## config.mk

```make
export PLATFORM = sky130hd
export DESIGN_NAME = touch_button_press_classifier_flat
export DESIGN_NICKNAME = d
export VERILOG_FILES = /design/src/rtl/core/tbpc_pkg.sv /design/src/rtl/core/tbpc_chan.sv /design/src/rtl/core/tbpc_regs.sv /design/src/rtl/core/tbpc_core.sv /design/src/rtl/core/touch_button_press_classifier.sv /design/src/flat_wrapper.sv
export SDC_FILE = /design/constraint.sdc
export NUM_CORES = 1
export LEC_CHECK = 0
export BUFFER_PORTS_ARGS = -buffer_cell sky130_fd_sc_hd__buf_2
export CORE_MARGIN = 2
export CORE_UTILIZATION = 50
export CTS_BUF_LIST = sky130_fd_sc_hd__clkbuf_2 sky130_fd_sc_hd__clkbuf_4 sky130_fd_sc_hd__clkbuf_8
export DETAILED_ROUTE_END_ITERATION = 6
export PLACE_DENSITY = 0.77
export SYNTH_ARGS = -nofsm -noshare
export SYNTH_HDL_FRONTEND = slang
export SYNTH_SLANG_ARGS = --single-unit
export TNS_END_PERCENT = 50
```

## constraint.sdc

```tcl
create_clock -name clk -period 5.1 [get_ports clk]
set_clock_uncertainty 0.1 [all_clocks]
set_input_delay 0.765 -clock clk [delete_from_list [all_inputs] [get_ports clk]]
set_output_delay 0.765 -clock clk [all_outputs]
set_load 0.02 [all_outputs]
```

## src/rtl/core/tbpc_pkg.sv

```systemverilog
// types and constants shared by the touch button press classifier
package tbpc_pkg;

  localparam int unsigned ADDR_W = 4;
  localparam int unsigned DATA_W = 32;

  // register indexes, byte address is 4 * index
  localparam logic [1:0] REG_BUTTON_ID   = 2'd0;
  localparam logic [1:0] REG_SINGLE_MODE = 2'd1;
  localparam logic [1:0] REG_MIN_PRESS   = 2'd2;

  localparam logic [7:0]  BUTTON_ID_RST = 8'd1;
  localparam logic [15:0] MIN_PRESS_RST = 16'd100;

  // event codes
  localparam logic [2:0] EV_NONE          = 3'd0;
  localparam logic [2:0] EV_INITIAL       = 3'd1;
  localparam logic [2:0] EV_SHORT_HOLDING = 3'd2;
  localparam logic [2:0] EV_LONG_HOLDING  = 3'd3;
  localparam logic [2:0] EV_SHORT_RELEASE = 3'd4;
  localparam logic [2:0] EV_LONG_RELEASE  = 3'd5;

  // repeat intervals, ms
  localparam logic [12:0] IVL_RELEASED = 13'd5000;
  localparam logic [12:0] IVL_START    = 13'd250;
  localparam logic [12:0] IVL_SINGLE   = 13'd50;
  localparam logic [12:0] IVL_1S       = 13'd150;
  localparam logic [12:0] IVL_2S       = 13'd100;
  localparam logic [12:0] IVL_3S       = 13'd50;
  localparam logic [12:0] IVL_4S       = 13'd10;

  // hold thresholds, ms
  localparam logic [31:0] HOLD_1S = 32'd1000;
  localparam logic [31:0] HOLD_2S = 32'd2000;
  localparam logic [31:0] HOLD_3S = 32'd3000;
  localparam logic [31:0] HOLD_4S = 32'd4000;

  typedef struct packed {
    logic [7:0]  button_id;
    logic        single_press_mode;
    logic [15:0] min_press_ms;
  } cfg_t;

  typedef struct packed {
    logic [7:0]  touch_tag;
    logic [31:0] now_ms;
    logic        handler_reset;
  } sample_t;

  typedef struct packed {
    logic [2:0] event_code;
    logic       is_pressed;
    logic       early_touch;
    logic       alt_highlight;
  } result_t;

endpackage

```

## src/rtl/core/tbpc_chan.sv

```systemverilog
// valid/ready channel interface carrying one payload per transaction
interface tbpc_chan #(parameter type T = logic) ();
  logic valid;
  logic ready;
  T     payload;

  modport source (output valid, output payload, input ready);
  modport sink   (input valid, input payload, output ready);
endinterface

```

## src/rtl/core/tbpc_regs.sv

```systemverilog
// apb configuration registers
module tbpc_regs
  import tbpc_pkg::*;
(
  input  logic              clk,
  input  logic              rst,
  input  logic              psel,
  input  logic              penable,
  input  logic              pwrite,
  input  logic [ADDR_W-1:0] paddr,
  input  logic [DATA_W-1:0] pwdata,
  output logic [DATA_W-1:0] prdata,
  output logic              pready,
  output cfg_t              cfg
);

  logic       wr;
  logic [1:0] idx;

  assign pready = 1'b1;
  assign wr     = psel && penable && pwrite;
  assign idx    = paddr[ADDR_W-1:2];

  always_ff @(posedge clk) begin
    if (rst) begin
      cfg.button_id         <= BUTTON_ID_RST;
      cfg.single_press_mode <= 1'b0;
      cfg.min_press_ms      <= MIN_PRESS_RST;
    end else if (wr) begin
      case (idx)
        REG_BUTTON_ID:   cfg.button_id         <= pwdata[7:0];
        REG_SINGLE_MODE: cfg.single_press_mode <= pwdata[0];
        REG_MIN_PRESS:   cfg.min_press_ms      <= pwdata[15:0];
        default: ;
      endcase
    end
  end

  always_comb begin
    case (idx)
      REG_BUTTON_ID:   prdata = {24'd0, cfg.button_id};
      REG_SINGLE_MODE: prdata = {31'd0, cfg.single_press_mode};
      REG_MIN_PRESS:   prdata = {16'd0, cfg.min_press_ms};
      default:         prdata = '0;
    endcase
  end

endmodule

```

## src/rtl/core/tbpc_core.sv

```systemverilog
// press state and per-sample classification logic
module tbpc_core
  import tbpc_pkg::*;
(
  input  logic    clk,
  input  logic    rst,
  input  cfg_t    cfg,
  input  logic    step,
  input  sample_t smp,
  output result_t res
);

  logic        held, held_next;
  logic        owned, owned_next;
  logic [31:0] press_start, press_start_next;
  logic [31:0] repeat_mark, repeat_mark_next;
  logic [12:0] repeat_interval, repeat_interval_next;
  logic        long_seen, long_seen_next;
  logic        await_release, await_release_next;
  logic        blink_phase, blink_phase_next;

  logic        hit, rel;
  logic        mark_due, past1, past2, past3, past4;
  logic        early_rel;
  logic [31:0] min_ext;
  logic [31:0] mark_due_at;
  logic [2:0]  ev;

  assign min_ext     = {16'd0, cfg.min_press_ms};
  assign mark_due_at = repeat_mark + {19'd0, repeat_interval};
  assign mark_due    = smp.now_ms > mark_due_at;
  assign past1       = smp.now_ms > (press_start + HOLD_1S);
  assign past2       = smp.now_ms > (press_start + HOLD_2S);
  assign past3       = smp.now_ms > (press_start + HOLD_3S);
  assign past4       = smp.now_ms > (press_start + HOLD_4S);
  assign early_rel   = (press_start + min_ext) > smp.now_ms;

  assign hit = (smp.touch_tag == cfg.button_id);
  assign rel = !hit && (smp.touch_tag == 8'd0) && owned;

  always_comb begin
    held_next            = held;
    owned_next           = owned;
    press_start_next     = press_start;
    repeat_mark_next     = repeat_mark;
    repeat_interval_next = repeat_interval;
    long_seen_next       = long_seen;
    await_release_next   = await_release;
    blink_phase_next     = blink_phase;
    ev                   = EV_NONE;

    if (hit) begin
      if (!held) begin
        blink_phase_next     = 1'b0;
        ev                   = EV_INITIAL;
        repeat_interval_next = cfg.single_press_mode ? IVL_SINGLE : IVL_START;
        if (cfg.single_press_mode && smp.handler_reset) begin
          owned_next       = 1'b0;
          press_start_next = '0;
        end else begin
          long_seen_next   = 1'b0;
          held_next        = 1'b1;
          owned_next       = 1'b1;
          press_start_next = smp.now_ms;
          repeat_mark_next = smp.now_ms;
        end
      end else if (mark_due) begin
        repeat_mark_next = smp.now_ms;
        if (!cfg.single_press_mode) begin
          blink_phase_next = !blink_phase;
          ev               = EV_SHORT_HOLDING;
          if (past4)      repeat_interval_next = IVL_4S;
          else if (past3) repeat_interval_next = IVL_3S;
          else if (past2) repeat_interval_next = IVL_2S;
          else if (past1) repeat_interval_next = IVL_1S;
        end else if (past1 && !await_release) begin
          long_seen_next     = 1'b1;
          ev                 = EV_LONG_HOLDING;
          await_release_next = 1'b1;
        end
      end
    end else if (rel) begin
      await_release_next = 1'b0;
      if (held) begin
        // a touch released too early is dropped without an event
        if (early_rel || !cfg.single_press_mode) begin
          repeat_interval_next = IVL_RELEASED;
        end else begin
          ev             = long_seen ? EV_LONG_RELEASE : EV_SHORT_RELEASE;
          long_seen_next = 1'b0;
        end
      end
      held_next        = 1'b0;
      press_start_next = '0;
      repeat_mark_next = '0;
    end

    res.event_code    = ev;
    res.is_pressed    = held_next;
    res.early_touch   = held_next && ((press_start_next + min_ext) > smp.now_ms);
    res.alt_highlight = blink_phase_next;
  end

  always_ff @(posedge clk) begin
    if (rst) begin
      held            <= 1'b0;
      owned           <= 1'b0;
      press_start     <= '0;
      repeat_mark     <= '0;
      repeat_interval <= '0;
      long_seen       <= 1'b0;
      await_release   <= 1'b0;
      blink_phase     <= 1'b0;
    end else if (step) begin
      held            <= held_next;
      owned           <= owned_next;
      press_start     <= press_start_next;
      repeat_mark     <= repeat_mark_next;
      repeat_interval <= repeat_interval_next;
      long_seen       <= long_seen_next;
      await_release   <= await_release_next;
      blink_phase     <= blink_phase_next;
    end
  end

  a_held_owned: assert property (@(posedge clk) disable iff (rst) held |-> owned)
    else $error("button held without ownership");

  a_await_held: assert property (@(posedge clk) disable iff (rst)
    await_release |-> (held && long_seen))
    else $error("waiting for release while not in a long hold");

  a_release_drops: assert property (@(posedge clk) disable iff (rst)
    (step && rel) |=> !held && !await_release && (press_start == 32'd0))
    else $error("release sample left press state behind");

endmodule

```

## src/rtl/core/touch_button_press_classifier.sv

```systemverilog
// touch button press classifier top level: input stage, classifier, result stage
// pipeline: a sample is registered in the input stage, its result then in the result stage
// throughput: one sample per cycle while the result sink does not stall
// the input stage stalls while the result stage is full and not being emptied; a new
// sample is taken while an earlier result waits for the sink only if the input stage is empty
// reset: synchronous, clears both stages, the press state and the registers
module touch_button_press_classifier
  import tbpc_pkg::*;
(
  input  logic              clk,
  input  logic              rst,
  input  logic              psel,
  input  logic              penable,
  input  logic              pwrite,
  input  logic [ADDR_W-1:0] paddr,
  input  logic [DATA_W-1:0] pwdata,
  output logic [DATA_W-1:0] prdata,
  output logic              pready,
  tbpc_chan.sink            sample,
  tbpc_chan.source          result
);

  cfg_t    cfg;
  sample_t s_data;
  logic    s_valid;
  result_t r_data;
  logic    r_valid;
  result_t core_res;
  logic    advance;
  logic    take;

  tbpc_regs u_regs (
    .clk     (clk),
    .rst     (rst),
    .psel    (psel),
    .penable (penable),
    .pwrite  (pwrite),
    .paddr   (paddr),
    .pwdata  (pwdata),
    .prdata  (prdata),
    .pready  (pready),
    .cfg     (cfg)
  );

  tbpc_core u_core (
    .clk  (clk),
    .rst  (rst),
    .cfg  (cfg),
    .step (advance),
    .smp  (s_data),
    .res  (core_res)
  );

  // the sample stage moves on whenever the result stage is free or being emptied
  assign advance      = s_valid && (!r_valid || result.ready);
  assign sample.ready = !s_valid || advance;
  assign take         = sample.valid && sample.ready;

  assign result.valid   = r_valid;
  assign result.payload = r_data;

  always_ff @(posedge clk) begin
    if (rst) begin
      s_valid <= 1'b0;
      r_valid <= 1'b0;
    end else begin
      s_valid <= take || (s_valid && !advance);
      r_valid <= advance || (r_valid && !result.ready);
    end
  end

  always_ff @(posedge clk) begin
    if (take) begin
      s_data <= sample.payload;
    end
    if (advance) begin
      r_data <= core_res;
    end
  end

endmodule

```

## src/flat_wrapper.sv

```systemverilog
// flat-port wrapper written by rule: the top's interface ports become plain ports
module touch_button_press_classifier_flat import tbpc_pkg::*;
  (clk, rst, psel, penable, pwrite, paddr, pwdata, prdata, pready, sample_valid, sample_payload, sample_ready, result_valid, result_payload, result_ready);
  tbpc_chan #(.T(sample_t)) sample_i ();
  tbpc_chan #(.T(result_t)) result_i ();
  input  logic clk;
  input  logic rst;
  input  logic psel;
  input  logic penable;
  input  logic pwrite;
  input  logic [ADDR_W-1:0] paddr;
  input  logic [DATA_W-1:0] pwdata;
  output logic [DATA_W-1:0] prdata;
  output logic pready;
  input wire logic [$bits(sample_i.valid)-1:0] sample_valid;
  input wire logic [$bits(sample_i.payload)-1:0] sample_payload;
  output wire logic [$bits(sample_i.ready)-1:0] sample_ready;
  output wire logic [$bits(result_i.valid)-1:0] result_valid;
  output wire logic [$bits(result_i.payload)-1:0] result_payload;
  input wire logic [$bits(result_i.ready)-1:0] result_ready;
  assign sample_i.valid = sample_valid;
  assign sample_i.payload = sample_payload;
  assign sample_ready = sample_i.ready;
  assign result_valid = result_i.valid;
  assign result_payload = result_i.payload;
  assign result_i.ready = result_ready;
  touch_button_press_classifier u_core (.clk(clk), .rst(rst), .psel(psel), .penable(penable), .pwrite(pwrite), .paddr(paddr), .pwdata(pwdata), .prdata(prdata), .pready(pready), .sample(sample_i), .result(result_i));
endmodule
```

==> out/metrics.csv <==
stage,metric,value,unit
min_path,path category of the worst min-delay check,input pin to register,
sta,Final setup viols,1,
global_routing,largest net degree at the start of global routing,65,
detailed_routing,via count,15900,
sta,final total negative setup slack,-0.262,ns
sta,final slew viol count,0,
detailed_routing,uppermost layer routed,met4,
power_and_ir_drop,total power per unit cell area,146,nW/um2
logic_synthesis,most used flip-flop cell after synthesis,sky130_fd_sc_hd__dfxtp_1,
sta,minimum clock period after layout,5.36,ns
power_and_ir_drop,post-layout total power,0.00274,W
die,Row Count,65,
detailed_routing,detailed-route wire length per cell,19.9,um
detailed_routing,Initial DRC Count,1600,
detailed_routing,first-pass iteration count of the detailed router,7,
clocking,later-pin clock latency in the skew report,0.50,ns
die,core region area,31400,um2
logic_synthesis,Post-Synth Adder-Cell Area,0.215,
clocking,CTS tree,yes,
clocking,number of buffers added by the clock tree synthesis step,17,
sta,remaining max-slew budget at the tightest pin,0.299,
die,effective utilization at floorplan,0.505,
detailed_routing,Routed met2 length,23.6,mm
logic_synthesis,leading post-synthesis cells by cell area,"sky130_fd_sc_hd__ha_1, sky130_fd_sc_hd__dfxtp_1, sky130_fd_sc_hd__edfxtp_1",
detailed_routing,DRC violation count after routing,0,
logic_synthesis,cell area after synthesis,15800,um2
layout,share of post-route cells with drive strength above 1,0.192,
die,die width,182,um
logic_synthesis,leading cell type by number of instances after synthesis,sky130_fd_sc_hd__ha_1,
worst_setup_path,type of origin of the critical path,register,
sta,transition at the pin with the smallest max-transition slack,1.05,ns
detailed_routing,Routed met1 length,21.9,mm
clocking,clock-pin transition on the worst setup and hold timing paths,0.10,ns
outcome,failing checks,negative setup slack,
logic_synthesis,post-synthesis sequential area ratio,0.221,
die,count of pins on the block boundary,125,
detailed_routing,count of antenna-violating nets left after detailed routing,0,
clocking,deepest clock path buffer count,2,
logic_synthesis,share of the synthesized area in compound gates (AO/OA/AOI/OAI),0.189,
power_and_ir_drop,static power due to leakage,7.91,nW
sta,period utilization,1.05,
die,die area,33100,um2
worst_setup_path,largest fanout of any net on the critical path,13,
logic_synthesis,async set or reset register ratio after synthesis,0,
worst_setup_path,CP Data Arrival Time,5.52,ns
logic_synthesis,portion of synthesized cell area occupied by the leading cell type,0.211,
worst_setup_path,data required time at the worst endpoint,5.25,ns
global_routing,"Remaining Overflow, GRT",0,
sta,fmax,187,MHz
clocking,Root Driver,sky130_fd_sc_hd__clkbuf_8,
global_routing,number of global-route vias before repair,15700,
global_routing,global-route wire length before repair,82.0,mm
sta,worst-case setup margin in the final layout,-0.262,ns
min_path,min-delay src,sample_payload[18],
detailed_routing,via density per instance,6.08,
logic_synthesis,register bit count reported by yosys,151,
worst_setup_path,nature of the critical path endpoint,register,
layout,ANT cells,0,
sta,RSZ-0062 raised after global routing,true,
global_routing,Global Route Usage Sum,0.313,
global_routing,number of antenna violations at the first check in global routing,0,
place,placed wire-length estimate after detailed placement,41.0,mm
logic_synthesis,synth unique cells,78,
detailed_routing,Routed Wire Length,52.1,mm
logic_synthesis,"EDFF count, synth",47,
worst_setup_path,first element of the critical path,u_core.s_data[34],
worst_setup_path,start of the worst register-to-register path,u_core.s_data[34],
logic_synthesis,simple-gate area share of the yosys netlist,0.209,
power_and_ir_drop,maximum vdd ir drop,0.182,mV
layout,NumNets Final,2552,
run,Maximum Capacitance Violations,0,
logic_synthesis,number of instances in the synthesized netlist,1948,
outcome,result of the run,finished with violations,
clocking,Max H-tree Level,4,
logic_synthesis,post-synth top area cell,sky130_fd_sc_hd__ha_1,
layout,Finished Core Util,0.598,
sta,number of hold violations in the final report,0,
layout,area added between synthesis and finish,18.6,%
clocking,Sinks on Clock Net,151,
logic_synthesis,mux contribution to synthesized area,0.0101,
place,input/output buffers,89,
logic_synthesis,"top cells by count, synth","sky130_fd_sc_hd__ha_1, sky130_fd_sc_hd__a21oi_1, sky130_fd_sc_hd__nand2_1",
logic_synthesis,dominant combinational cell family by area after synthesis,adder cells,
worst_setup_path,worst setup path class,register to register,
logic_synthesis,average footprint of a synthesized cell,8.13,um2
die,chip height,182,um
logic_synthesis,number of synthesis warnings,0,
logic_synthesis,area share of xor/xnor cells in the synthesized design,0.109,
layout,fillers,2754,
place,routability congestion estimate from global placement,0.995,
detailed_routing,Routed met3 length,4.65,mm
## metrics by stage
step	setup slack, ns	cell area [um2]	hold slack (ns)	cells
2_1_floorplan	0.000708	15900	0.350	1963
3_3_place_gp	-0.275	18000	0.361	2566
3_5_place_dp	-0.472	18000	0.366	2566
4_1_cts	-0.169	18500	0.335	2602
5_1_grt	-0.490	18800	0.334	2613
6_report	-0.262	18800	0.330	2613
## critical path, cell delays in order, from the launching register on
cell and delay, ns:
sky130_fd_sc_hd__edfxtp_1 0.41, sky130_fd_sc_hd__xnor2_1 0.24, sky130_fd_sc_hd__nand4_1 0.22, sky130_fd_sc_hd__nor3_4 0.26
sky130_fd_sc_hd__a21oi_2 0.08, sky130_fd_sc_hd__buf_12 0.15, sky130_fd_sc_hd__a22o_1 0.24, sky130_fd_sc_hd__ha_1 0.31
sky130_fd_sc_hd__o211ai_1 0.12, sky130_fd_sc_hd__o211ai_1 0.30, sky130_fd_sc_hd__a211oi_2 0.16, sky130_fd_sc_hd__o31a_1 0.31
sky130_fd_sc_hd__or3_4 0.39, sky130_fd_sc_hd__nor4_4 0.20, sky130_fd_sc_hd__nand3_1 0.13, sky130_fd_sc_hd__xor2_1 0.16
sky130_fd_sc_hd__ha_1 0.30, sky130_fd_sc_hd__nand4_1 0.18, sky130_fd_sc_hd__nor4_4 0.39, sky130_fd_sc_hd__nand2_1 0.13
sky130_fd_sc_hd__o31ai_2 0.26, sky130_fd_sc_hd__a31oi_1 0.08
## per-layer routing
metal  global-route usage  vias up
met5                    0        -
met4                0.119        0
met3               0.0517      143
met2                0.512      674
met1                0.414     7497
li1                     -     7560
## power by group
group          internal, W  leakage, nW  switching (W)  total [W]
clock network     0.000350        0.171       0.000543   0.000893
registers          0.00127         1.30      0.0000591    0.00133
logic             0.000207         6.44       0.000309   0.000516
total              0.00183         7.91       0.000910    0.00274
## cells by family (layout without fill, tap and decap cells)
group	after synthesis	after routing
compound gates	463	463
xor+xnor	198	198
fa+ha+maj	270	270
buf+inv	175	423
flops	151	151
mux	16	16
other cells	2	17
simple gates	673	673
## state kept, by name, indices dropped and copies added (netlist names)
register                       flops
u_core.u_core.blink_phase          1
u_core.u_core.owned                1
u_core.s_data                     41
u_core.result.payload              6
u_core.u_core.long_seen            1
u_core.result.valid                1
u_core.s_valid                     1
u_core.u_regs.cfg                 25
u_core.u_core.repeat_interval      8
u_core.u_core.held                 1
u_core.u_core.press_start         32
u_core.u_core.await_release        1
u_core.u_core.repeat_mark         32
## layout by cell type, fill, tap and decap left out, drive strengths merged, types with 5 or more instances in the layout
cell type	count
a21boi	5
or2	7
inv	89
and2	19
a21o	32
nand4	71
and3	13
clkbuf	19
a21oi	205
mux2i	16
buf	304
nand2b	37
o21a	16
clkinv	9
nor2	128
xnor2	126
a22oi	15
a32oi	6
o21bai	13
o211ai	11
dfxtp	104
a211oi	11
a31o	7
o31ai	8
conb	17
a22o	19
a31oi	9
nor4	24
nand2	201
xor2	72
a221oi	10
o21ai	56
nor2b	16
and4	8
nor3	49
edfxtp	47
ha	267
nand3	87
## what timing repair did
| item | CTS | global route |
|---|---|---|
| gates cloned | 0 | 1 |
| setup endpoints to repair | 7 | 45 |
| pin swaps | 19 | 32 |
| hold buffers | 0 | 0 |
| setup buffers | 4 | 11 |
| gates resized for setup | 18 | 54 |
## layout make-up
class,count,area [um2],area share
tap,402,503,0.0268
clock inverter,13,96.3,0.00513
multi-input combinational,1637,12000,0.639
clock buffer,19,249,0.0133
inverter,87,327,0.0174
sequential,151,3500,0.186
timing repair buffer,304,2110,0.112
## path summary, 6_finish.rpt
check,to,slack (ns),depth (start not counted)
worst min-delay path,u_core.s_data[18],0.33,1
worst max register to register,u_core.result.payload[1],-0.26,21
worst max-delay path,u_core.result.payload[1],-0.26,21
worst min register to register,u_core.u_core.repeat_mark[3],0.38,2
Power figures use the tool's default switching activity.
